`src/stable_argsort_with_gap_check_core_macros.svh`:
```
// Assertion macros for the stable argsort core.
// Used by modules that carry concurrent checks; expects clk and rst_n in scope.
`ifndef STABLE_ARGSORT_WITH_GAP_CHECK_CORE_MACROS_SVH
`define STABLE_ARGSORT_WITH_GAP_CHECK_CORE_MACROS_SVH

// Same-cycle implication, disabled during reset.
`define SAGC_ASSERT_IMP(name, pre, post, msg) \
  name: assert property (@(posedge clk) disable iff (!rst_n) (pre) |-> (post)) \
    else $error(msg);

// Next-cycle implication, disabled during reset.
`define SAGC_ASSERT_NEXT(name, pre, post, msg) \
  name: assert property (@(posedge clk) disable iff (!rst_n) (pre) |=> (post)) \
    else $error(msg);

`endif

```
`src/sagc_pkg.sv`:
```
// Shared types and constants for the stable argsort core.
// No dependencies; imported by the controller, datapath and top level.
`timescale 1ns / 1ps

package sagc_pkg;

  localparam int MAX_LEN = 64;
  localparam int ADDR_W  = $clog2(MAX_LEN);
  localparam int CNT_W   = $clog2(MAX_LEN + 1);
  localparam int VAL_W   = 32;
  localparam int POS_W   = 7;

  localparam logic [1:0] KIND_POS   = 2'd0;
  localparam logic [1:0] KIND_GAP   = 2'd1;
  localparam logic [1:0] KIND_SHORT = 2'd2;
  localparam logic [1:0] KIND_LONG  = 2'd3;

  typedef struct packed {
    logic [ADDR_W-1:0]       origin;
    logic signed [VAL_W-1:0] value;
  } entry_t;

  localparam int ENTRY_W = $bits(entry_t);

  // controller -> datapath
  typedef struct packed {
    logic load_in;
    logic ovf_set;
    logic ins_start;
    logic shift_step;
    logic place_hi;
    logic place_lo;
    logic idx_clr;
    logic scan_rd;
    logic scan_cmp;
    logic emit_pos;
    logic emit_gap;
    logic emit_err;
    logic list_clr;
  } sagc_cmd_t;

  // datapath -> controller
  typedef struct packed {
    logic count_full;
    logic count_zero;
    logic count_lt2;
    logic ovf;
    logic last;
    logic greater;
    logic j_zero;
    logic idx_last;
    logic eq;
    logic out_free;
  } sagc_sts_t;

endpackage

```
`src/sagc_ram.sv`:
```
// Generic single-write, single-read RAM with registered read data.
// No dependencies.
`timescale 1ns / 1ps

module sagc_ram #(
  parameter int WIDTH = 8,
  parameter int DEPTH = 16
) (
  input  logic                     clk,
  input  logic                     we,
  input  logic [$clog2(DEPTH)-1:0] waddr,
  input  logic [WIDTH-1:0]         wdata,
  input  logic                     re,
  input  logic [$clog2(DEPTH)-1:0] raddr,
  output logic [WIDTH-1:0]         rdata
);

  logic [WIDTH-1:0] mem [DEPTH];

  always_ff @(posedge clk) begin
    if (we) begin
      mem[waddr] <= wdata;
    end
    if (re) begin
      rdata <= mem[raddr];
    end
  end

endmodule

```
`src/sagc_ctrl.sv`:
```
// Controller: sequences insertion, gap scan and result emission.
// Depends on sagc_pkg.
`timescale 1ns / 1ps

module sagc_ctrl (
  input  logic               clk,
  input  logic               rst_n,
  input  logic               in_valid,
  output logic               in_ready,
  input  sagc_pkg::sagc_sts_t sts,
  output sagc_pkg::sagc_cmd_t cmd
);
  import sagc_pkg::*;

  localparam logic [3:0] S_IDLE     = 4'd0;
  localparam logic [3:0] S_LOAD     = 4'd1;
  localparam logic [3:0] S_SHIFT    = 4'd2;
  localparam logic [3:0] S_PLACE0   = 4'd3;
  localparam logic [3:0] S_FIN      = 4'd4;
  localparam logic [3:0] S_ERR      = 4'd5;
  localparam logic [3:0] S_SCAN_RD  = 4'd6;
  localparam logic [3:0] S_SCAN_CMP = 4'd7;
  localparam logic [3:0] S_SCAN_END = 4'd8;
  localparam logic [3:0] S_GAP      = 4'd9;
  localparam logic [3:0] S_EMIT_RD  = 4'd10;
  localparam logic [3:0] S_EMIT_LD  = 4'd11;

  logic [3:0] state_r, state_nxt;

  assign in_ready = (state_r == S_IDLE);

  always_comb begin
    state_nxt = state_r;
    cmd       = '0;
    case (state_r)
      S_IDLE: begin
        if (in_valid) begin
          cmd.load_in = 1'b1;
          state_nxt   = S_LOAD;
        end
      end
      S_LOAD: begin
        if (sts.count_full) begin
          cmd.ovf_set = 1'b1;
          state_nxt   = sts.last ? S_FIN : S_IDLE;
        end else if (sts.count_zero) begin
          cmd.place_lo = 1'b1;
          state_nxt    = sts.last ? S_FIN : S_IDLE;
        end else begin
          cmd.ins_start = 1'b1;
          state_nxt     = S_SHIFT;
        end
      end
      S_SHIFT: begin
        if (sts.greater) begin
          cmd.shift_step = 1'b1;
          if (sts.j_zero) begin
            state_nxt = S_PLACE0;
          end
        end else begin
          cmd.place_hi = 1'b1;
          state_nxt    = sts.last ? S_FIN : S_IDLE;
        end
      end
      S_PLACE0: begin
        cmd.place_lo = 1'b1;
        state_nxt    = sts.last ? S_FIN : S_IDLE;
      end
      S_FIN: begin
        if (sts.ovf || sts.count_lt2) begin
          state_nxt = S_ERR;
        end else begin
          cmd.idx_clr = 1'b1;
          state_nxt   = S_SCAN_RD;
        end
      end
      S_ERR: begin
        if (sts.out_free) begin
          cmd.emit_err = 1'b1;
          cmd.list_clr = 1'b1;
          state_nxt    = S_IDLE;
        end
      end
      S_SCAN_RD: begin
        cmd.scan_rd = 1'b1;
        state_nxt   = S_SCAN_CMP;
      end
      S_SCAN_CMP: begin
        cmd.scan_cmp = 1'b1;
        state_nxt    = sts.idx_last ? S_SCAN_END : S_SCAN_RD;
      end
      S_SCAN_END: begin
        cmd.idx_clr = 1'b1;
        state_nxt   = sts.eq ? S_EMIT_RD : S_GAP;
      end
      S_GAP: begin
        if (sts.out_free) begin
          cmd.emit_gap = 1'b1;
          cmd.list_clr = 1'b1;
          state_nxt    = S_IDLE;
        end
      end
      S_EMIT_RD: begin
        cmd.scan_rd = 1'b1;
        state_nxt   = S_EMIT_LD;
      end
      S_EMIT_LD: begin
        if (sts.out_free) begin
          cmd.emit_pos = 1'b1;
          if (sts.idx_last) begin
            cmd.list_clr = 1'b1;
            state_nxt    = S_IDLE;
          end else begin
            state_nxt = S_EMIT_RD;
          end
        end
      end
      default: begin
        state_nxt = S_IDLE;
      end
    endcase
  end

  always_ff @(posedge clk) begin
    if (!rst_n) begin
      state_r <= S_IDLE;
    end else begin
      state_r <= state_nxt;
    end
  end

endmodule

```
`src/sagc_dp.sv`:
```
// Datapath: sorted store, insertion pointer, gap scan registers, result register.
// Depends on sagc_pkg, sagc_ram and the assertion macro header.
`timescale 1ns / 1ps
`include "stable_argsort_with_gap_check_core_macros.svh"

module sagc_dp (
  input  logic                        clk,
  input  logic                        rst_n,
  input  logic signed [31:0]          in_value,
  input  logic                        in_last,
  input  sagc_pkg::sagc_cmd_t         cmd,
  output sagc_pkg::sagc_sts_t         sts,
  output logic                        out_valid,
  input  logic                        out_ready,
  output logic [1:0]                  out_kind,
  output logic [sagc_pkg::POS_W-1:0]  out_position,
  output logic [31:0]                 out_max_gap,
  output logic [31:0]                 out_min_gap,
  output logic                        out_end_of_run
);
  import sagc_pkg::*;

  logic signed [VAL_W-1:0] v_r;
  logic                    last_r;
  logic [CNT_W-1:0]        count_r;
  logic                    ovf_r;
  logic [ADDR_W-1:0]       j_r;
  logic [ADDR_W-1:0]       idx_r;
  logic signed [VAL_W-1:0] prev_r;
  logic [VAL_W-1:0]        first_r, mx_r, mn_r;
  logic                    eq_r;

  logic                    out_valid_r;
  logic [1:0]              out_kind_r;
  logic [POS_W-1:0]        out_position_r;
  logic [VAL_W-1:0]        out_max_gap_r, out_min_gap_r;
  logic                    out_end_r;

  logic                    ram_we, ram_re;
  logic [ADDR_W-1:0]       ram_waddr, ram_raddr;
  entry_t                  ram_wdata, rd_q;
  logic [ENTRY_W-1:0]      ram_rdata;

  logic [CNT_W-1:0]        count_m1;
  logic [ADDR_W-1:0]       j_p1;
  logic [VAL_W-1:0]        gap;
  logic                    out_free;

  assign rd_q     = entry_t'(ram_rdata);
  assign count_m1 = count_r - CNT_W'(1);
  assign j_p1     = j_r + ADDR_W'(1);
  assign gap      = VAL_W'(rd_q.value - prev_r);
  assign out_free = !out_valid_r || out_ready;

  // store port selection: only one write command is active in a cycle
  always_comb begin
    ram_we    = cmd.shift_step || cmd.place_hi || cmd.place_lo;
    ram_waddr = cmd.place_lo ? '0 : j_p1;
    if (cmd.shift_step) begin
      ram_wdata = rd_q;
    end else begin
      ram_wdata.origin = count_r[ADDR_W-1:0];
      ram_wdata.value  = v_r;
    end
    ram_re = cmd.ins_start || cmd.shift_step || cmd.scan_rd;
    if (cmd.ins_start) begin
      ram_raddr = count_m1[ADDR_W-1:0];
    end else if (cmd.shift_step) begin
      ram_raddr = j_r - ADDR_W'(1);
    end else begin
      ram_raddr = idx_r;
    end
  end

  sagc_ram #(
    .WIDTH (ENTRY_W),
    .DEPTH (MAX_LEN)
  ) u_store (
    .clk   (clk),
    .we    (ram_we),
    .waddr (ram_waddr),
    .wdata (ram_wdata),
    .re    (ram_re),
    .raddr (ram_raddr),
    .rdata (ram_rdata)
  );

  always_comb begin
    sts.count_full = (count_r == CNT_W'(MAX_LEN));
    sts.count_zero = (count_r == '0);
    sts.count_lt2  = (count_r < CNT_W'(2));
    sts.ovf        = ovf_r;
    sts.last       = last_r;
    sts.greater    = (rd_q.value > v_r);
    sts.j_zero     = (j_r == '0);
    sts.idx_last   = ({1'b0, idx_r} == count_m1);
    sts.eq         = eq_r;
    sts.out_free   = out_free;
  end

  // control state
  always_ff @(posedge clk) begin
    if (!rst_n) begin
      count_r     <= '0;
      ovf_r       <= 1'b0;
      out_valid_r <= 1'b0;
    end else begin
      if (cmd.list_clr) begin
        count_r <= '0;
        ovf_r   <= 1'b0;
      end else begin
        if (cmd.place_hi || cmd.place_lo) begin
          count_r <= count_r + CNT_W'(1);
        end
        if (cmd.ovf_set) begin
          ovf_r <= 1'b1;
        end
      end
      if (cmd.emit_pos || cmd.emit_gap || cmd.emit_err) begin
        out_valid_r <= 1'b1;
      end else if (out_ready) begin
        out_valid_r <= 1'b0;
      end
    end
  end

  // payload
  always_ff @(posedge clk) begin
    if (cmd.load_in) begin
      v_r    <= in_value;
      last_r <= in_last;
    end
    if (cmd.ins_start) begin
      j_r <= count_m1[ADDR_W-1:0];
    end else if (cmd.shift_step) begin
      j_r <= j_r - ADDR_W'(1);
    end
    if (cmd.idx_clr) begin
      idx_r <= '0;
    end else if (cmd.scan_cmp || cmd.emit_pos) begin
      idx_r <= idx_r + ADDR_W'(1);
    end
    if (cmd.scan_cmp) begin
      prev_r <= rd_q.value;
      if (idx_r == ADDR_W'(1)) begin
        first_r <= gap;
        mx_r    <= gap;
        mn_r    <= gap;
        eq_r    <= 1'b1;
      end else if (idx_r != '0) begin
        if (gap != first_r) begin
          eq_r <= 1'b0;
        end
        if (gap > mx_r) begin
          mx_r <= gap;
        end
        if (gap < mn_r) begin
          mn_r <= gap;
        end
      end
    end
    if (cmd.emit_pos) begin
      out_kind_r     <= KIND_POS;
      out_position_r <= POS_W'({1'b0, rd_q.origin}) + POS_W'(1);
      out_max_gap_r  <= '0;
      out_min_gap_r  <= '0;
      out_end_r      <= sts.idx_last;
    end else if (cmd.emit_gap) begin
      out_kind_r     <= KIND_GAP;
      out_position_r <= '0;
      out_max_gap_r  <= mx_r;
      out_min_gap_r  <= mn_r;
      out_end_r      <= 1'b1;
    end else if (cmd.emit_err) begin
      out_kind_r     <= ovf_r ? KIND_LONG : KIND_SHORT;
      out_position_r <= '0;
      out_max_gap_r  <= '0;
      out_min_gap_r  <= '0;
      out_end_r      <= 1'b1;
    end
  end

  assign out_valid      = out_valid_r;
  assign out_kind       = out_kind_r;
  assign out_position   = out_position_r;
  assign out_max_gap    = out_max_gap_r;
  assign out_min_gap    = out_min_gap_r;
  assign out_end_of_run = out_end_r;

  `SAGC_ASSERT_IMP(a_count_range, 1'b1, count_r <= CNT_W'(MAX_LEN), "count beyond store depth")
  `SAGC_ASSERT_IMP(a_shift_greater, cmd.shift_step, sts.greater, "shift of a value not above new one")
  `SAGC_ASSERT_IMP(a_emit_free, cmd.emit_pos || cmd.emit_gap || cmd.emit_err, out_free, "result register overwritten")
  `SAGC_ASSERT_NEXT(a_place_grows, (cmd.place_hi || cmd.place_lo) && !cmd.list_clr, count_r != '0, "count did not grow on insert")

endmodule

```
`src/stable_argsort_with_gap_check_core.sv`:
```
// Stable argsort with gap check: one value per transaction, one insertion at a time.
// Insertion shifts stored entries above the new value up one and writes it below them; the
// store has one read and one write port. An empty store takes a value directly; a full one
// drops it and sets the overflow flag. After the last value: an error result if too long
// or short, else a gap scan and a gap result, or per-entry positions if gaps are equal.
// Reset clears count, overflow flag, result valid and state. Uses sagc_ctrl and sagc_dp.
`timescale 1ns / 1ps

module stable_argsort_with_gap_check_core (
  input  logic                       clk,
  input  logic                       rst_n,
  input  logic                       in_valid,
  output logic                       in_ready,
  input  logic signed [31:0]         in_value,
  input  logic                       in_last,
  output logic                       out_valid,
  input  logic                       out_ready,
  output logic [1:0]                 out_kind,
  output logic [sagc_pkg::POS_W-1:0] out_position,
  output logic [31:0]                out_max_gap,
  output logic [31:0]                out_min_gap,
  output logic                       out_end_of_run
);
  import sagc_pkg::*;

  sagc_cmd_t cmd;
  sagc_sts_t sts;

  sagc_ctrl u_ctrl (
    .clk      (clk),
    .rst_n    (rst_n),
    .in_valid (in_valid),
    .in_ready (in_ready),
    .sts      (sts),
    .cmd      (cmd)
  );

  sagc_dp u_dp (
    .clk            (clk),
    .rst_n          (rst_n),
    .in_value       (in_value),
    .in_last        (in_last),
    .cmd            (cmd),
    .sts            (sts),
    .out_valid      (out_valid),
    .out_ready      (out_ready),
    .out_kind       (out_kind),
    .out_position   (out_position),
    .out_max_gap    (out_max_gap),
    .out_min_gap    (out_min_gap),
    .out_end_of_run (out_end_of_run)
  );

endmodule

```
`config.mk`:
```
export PLATFORM = sky130hd
export DESIGN_NAME = stable_argsort_with_gap_check_core
export DESIGN_NICKNAME = d
export VERILOG_FILES = /design/src/sagc_pkg.sv /design/src/sagc_ram.sv /design/src/sagc_ctrl.sv /design/src/sagc_dp.sv /design/src/stable_argsort_with_gap_check_core.sv
export VERILOG_INCLUDE_DIRS = /design/src /design/src/src
export SDC_FILE = /design/constraint.sdc
export NUM_CORES = 2
export LEC_CHECK = 0
export BUFFER_PORTS_ARGS = -buffer_cell sky130_fd_sc_hd__buf_4
export CAP_MARGIN = 20
export CELL_PAD_IN_SITES_DETAIL_PLACEMENT = 2
export CELL_PAD_IN_SITES_GLOBAL_PLACEMENT = 2
export CORE_ASPECT_RATIO = 1.5
export CORE_MARGIN = 5
export CORE_UTILIZATION = 52
export CTS_CLUSTER_DIAMETER = 40
export DETAILED_ROUTE_END_ITERATION = 8
export PLACE_DENSITY = 0.9
export SETUP_SLACK_MARGIN = 0.05
export SLEW_MARGIN = 10
export SYNTH_ARGS = -nofsm -noshare
export SYNTH_HDL_FRONTEND = slang
export SYNTH_SLANG_ARGS = --single-unit
```
`constraint.sdc`:
```
create_clock -name clk -period 18.3 [get_ports clk]
set_clock_uncertainty 0.1 [all_clocks]
set_input_delay 1.83 -clock clk [delete_from_list [all_inputs] [get_ports clk]]
set_output_delay 1.83 -clock clk [all_outputs]
set_load 0.005 [all_outputs]
```
==> results of run 1 <==
[stage by stage]
stage | cell area [um^2] | worst slack (ns) | std cells
after global placement | 114000 | 10.30 | 9015
after floorplan | 109000 | 11.38 | 6219
[synth_stat cells (17+ instances only)]
cell      number
a22oi_1       70
nor2b_1       20
nor4_1        29
a211oi_1      51
o21a_1        19
inv_1        157
nand2_1      465
buf_2         90
buf_6         23
nand4_1       54
clkbuf_1     143
o22ai_1      139
mux2i_1      403
a21oi_1      231
ha_1         134
mux2_2        46
a221oi_1      42
nor2_1       169
o211ai_1      29
nor3_1        49
mux4_2       316
nand3_1      153
o221ai_1      18
a31oi_1       31
dfxtp_1       85
nand2b_1      17
xnor2_1       55
a22o_1        96
and3_1        17
xor2_1        37
buf_4         50
a21o_1        24
edfxtp_1    2646
o21ai_0       96
[cell families after synthesis]
family          synth area share [%]
buf+inv                         2.10
xor+xnor                       0.781
flops                           74.4
mux                             10.7
simple gates                    4.41
fa+ha+maj                       1.56
compound gates                  6.03
==> summary.txt, run 1 <==
Outcome
  • Outcome: stopped before the end
  • Stopped at: 3_5_place_dp
  • Error msg: [ERROR DPL-0033] detailed placement checks failed during check placement.

Synthesis
  • Main area contributors after synthesis: edfxtp_1 (73%), mux4_2 (6.5%), mux2i_1 (3.7%)
  • Asr flop ratio synth: 0%
  • Area leader, netlist: edfxtp_1
  • Post-synth top area share: 72.9%
  • Ys flop type: edfxtp_1
  • Yosys warns: 0
  • EDFF count, synth: 2,646
  • #FFs+latches synth: 2,731
  • Syn Nets: 6,391
  • Syn_area_per_cell: 17.5 um^2
  • Mapped Cells: 6,219
  • Synth cell types: 88
  • Syn Std Cell Area: 109,000 um^2
  • Sequential area share after synthesis: 74.4%

Floorplan
  • Die height: 571 um
  • Ports: 113
  • Width of the die: 384 um
  • Site row count: 206
  • Initial Utilization: 52.1%

Placed design
  • Routability cong.: 0.884
  • Post-DP HPWL: 308 mm
  • Buffers on Ports: 112
==> run 2: changes to the inputs <==
Settings changed: CELL_PAD_IN_SITES_DETAIL_PLACEMENT 2 to unset, CELL_PAD_IN_SITES_GLOBAL_PLACEMENT 2 to unset, CORE_ASPECT_RATIO 1.5 to unset, CORE_UTILIZATION 52 to 40, CTS_CLUSTER_DIAMETER 40 to unset, PLACE_DENSITY 0.9 to unset, PLACE_DENSITY_LB_ADDON set to 0.15, SETUP_SLACK_MARGIN 0.05 to unset.
==> run 2 against run 1 <==
  * The run now ends clean
  * Synthesized cell count did not move
  * Area after synthesis did not move
==> summary.txt, run 2 <==
Synthesis
  • Synth cell count leaders: edfxtp_1 (2,646), nand2_1 (465), mux2i_1 (403)
  • EDFF count, synth: 2,646
  • Syn Std Cell Area: 109,000 um^2
  • Mapped Cells: 6,219
  • Yosys warns: 0
  • Sequential area share after synthesis: 74.4%
  • Synth cell types: 88
  • Post-synth top area share: 72.9%
  • Syn_area_per_cell: 17.5 um^2
  • Simple-Gate Fraction of Synth Area: 4.41%
  • Post-synthesis compound-gate area fraction: 6.03%
  • Main area contributors after synthesis: edfxtp_1 (73%), mux4_2 (6.5%), mux2i_1 (3.7%)
  • Area leader, netlist: edfxtp_1
  • #FFs+latches synth: 2,731
  • Adder-cell share of the synthesized area: 1.56%
  • Syn Nets: 6,391
  • Xor-xnor portion of the synthesized cell area: 0.781%
  • Main combinational cell family by area after synthesis: multiplexers
  • Ys flop type: edfxtp_1
  • Top-count cell post-synth: edfxtp_1
  • Asr flop ratio synth: 0%
  • Mux cell area share after synthesis: 10.7%

Floorplan
  • Die area: 283,000 um^2
  • Width of the die: 532 um
  • Initial Utilization: 40.2%
  • Ports: 113
  • Site row count: 191
  • Core ar.: 271,000 um^2
  • Die height: 532 um

Worst setup path
  • Crit-path cells: ha_1 -> a21oi_1 -> o21ai_0 -> a221o_1 -> o21ai_0 -> nand4_1 -> a2111oi_1 -> a211o_4 -> buf_4 -> buf_4 -> buf_12 -> nand3_1 -> o22ai_1 -> a211oi_1 -> o22ai_1 -> or3_1
  • CP arrival: 8.92 ns
  • Worst path bufs/invs: 3
  • Critical Path RT: 18.92 ns
  • Crit. End Element: flip-flop
  • Setup CP Type: flip-flop to flip-flop
  • Crit path max-delay family: compound AO/OA/AOI/OAI gates
  • CP startpoint kind: flip-flop
  • Critical-path top delay cell: nand3_1
  • Crit path max fanout: 105
  • Worst path max stage delay: 0.94 ns

Timing
  • # setup viols final: 0
  • Post-layout min period: 8.30 ns
  • Slew margin rel.: 17.1%
  • Maximum clock rate: 120 MHz
  • Endpoints failing hold: 0
  • Final count of pins violating max slew: 0
  • Worst slew pin tran: 1.24 ns
  • Fin crit share: 45.4%
  • Unrepaired setup endpoints after global routing: no
  • Sum Neg Setup Slack: 0 ns

Route
  • DRT Pass-1 Iters: 6
  • Routed Antenna Nets: 0
  • Final WL: 350 mm
  • # DRC: 0
  • WL/cell: 33.9 um
  • Post-DR vias/cell: 6.03
  • Via count: 62,300
  • Number of DRC markers in iteration 0: 7,401

Outcome
  • Outcome: finished, final reports clean

Global routing
  • Vias in the first global route: 59,700
  • Global-route wire length before repair: 485 mm
  • GRT Util Overall: 24.1%
  • Largest net degree at the start of global routing: 113
  • Initial antenna violation count: 24
  • GRT overflow: 0

Placed design
  • Routability cong.: 0.869
  • Post-DP HPWL: 203 mm
  • Buffers on Ports: 112
  • Instance area at placement: 116,000 um^2

Run
  • Maxcap violations: 0

Cells and area
  • Final Cell Area: 125,000 um^2
  • Max reg flops: 2,432
  • Top flop regs: u_dp.u_store.mem x2432, u_dp.u_store.rdata x38
  • Share of cells above drive strength 1: 18.7%
  • Most flop-heavy register: u_dp.u_store.mem
  • Commonest non-fill, non-tap cell in the layout: edfxtp_1
  • Nets: 6,702
  • Most frequent cells in the layout: edfxtp_1 (2,646), nand2_1 (461), mux2i_1 (403)
  • Area Overhead vs Synth: 14.5%

Power
  • VDD IR max: 0.0855 mV
  • P per Cell Area: 131 nW/um^2
  • Tot Pwr: 16.4 mW
  • Leakage: 39.4 nW

Clock network
  • Clock buffer depth: 4
  • Post-CTS setup buffers: 0
  • CTS tree: built
  • Skew-Pair Late Insertion Delay: 0.89 ns
  • H-tree depth: 5
  • CTS Sinks: 2,731
  • # hold bufs at CTS: 0
  • Reg clk slew, reported paths: 0.06 ns
  • Post-CTS sizing: 0
  • Num CTS Buffers: 300
  • CTS Root Cell: clkbuf_16

Min path
  • Hold Path Class: flip-flop to flip-flop
[run 2: cell counts after synthesis]
No cell type changed its count.
[run 2: metal layers]
metal	wire length (um)	GRT usage, %	vias up	share of wire (%)
met5	67	0	-	0.019
met1	152000	35.4	33200	43
met3	29400	4.10	511	8.4
li1	-	-	25600	-
met2	157000	36.8	2997	45
met4	11800	7.53	10	3.4
[run 2: worst paths after layout]
kind / start / end / slack (ns) / cells after the start
worst min register to register: u_dp.mn_r[24]$_DFFE_PP_ / u_dp.out_min_gap[24]$_SDFFE_PP0P_ / 0.37 / 1
worst max-delay path: u_dp.u_store.rdata[13]$_DFFE_PP_ / u_dp.u_store.rdata[23]$_DFFE_PP_ / 10.0 / 16
worst max register to register: u_dp.u_store.rdata[13]$_DFFE_PP_ / u_dp.u_store.rdata[23]$_DFFE_PP_ / 10.0 / 16
worst min-delay path: u_dp.mn_r[24]$_DFFE_PP_ / u_dp.out_min_gap[24]$_SDFFE_PP0P_ / 0.37 / 1
[run 2: worst reg2reg max path, stage by stage, from the launching register on]
cell	delay (ns)
edfxtp_1	0.46
ha_1	0.35
a21oi_1	0.16
o21ai_0	0.16
a221o_1	0.41
o21ai_0	0.34
nand4_1	0.35
a2111oi_1	0.87
a211o_4	0.45
buf_4	0.62
buf_4	0.69
buf_12	0.60
nand3_1	1.07
o22ai_1	0.44
a211oi_1	0.09
o22ai_1	0.77
or3_1	0.24
[run 2: through the flow]
stage | cells | worst slack [ns] | hold slack (ns) | utilization [%]
after floorplan | 6219 | 11.38 | 0.326 | -
after global placement | 9789 | 10.10 | 0.356 | 42.6
after global routing | 10300 | 9.56 | 0.381 | 46.0
after CTS | 10300 | 10.00 | 0.357 | 46.0
final | 10300 | 10.0 | 0.371 | 46.0
after detailed placement | 9796 | 10.06 | 0.363 | 42.6
[run 2: layout make-up]
class	instances	area, um^2
diodes	7	17.5
clock buffers	382	8050
clock inverters	150	1110
fillers	23000	146000
inverters	157	589
multi-input cells	3008	26800
flip-flops and latches	2731	81200
well taps	3570	4470
repair buffers	332	2710
[run 2: power breakdown]
part / internal, mW / switching (mW) / total [mW]
clock network: 3.31 / 2.44 / 5.74
registers: 7.19 / 0.0599 / 7.25
logic: 1.11 / 2.25 / 3.36
total: 11.6 / 4.75 / 16.4
[run 2: cell families after synthesis]
family                   Yosys count
multiplexers                     765
AND/OR/NAND/NOR                 1049
adder cells (fa/ha/maj)          136
flip-flops                      2731
AO/OA/AOI/OAI                    964
buffers and inverters            480
XOR/XNOR                          94
Note: power is estimated with default switching activity, not from simulation.
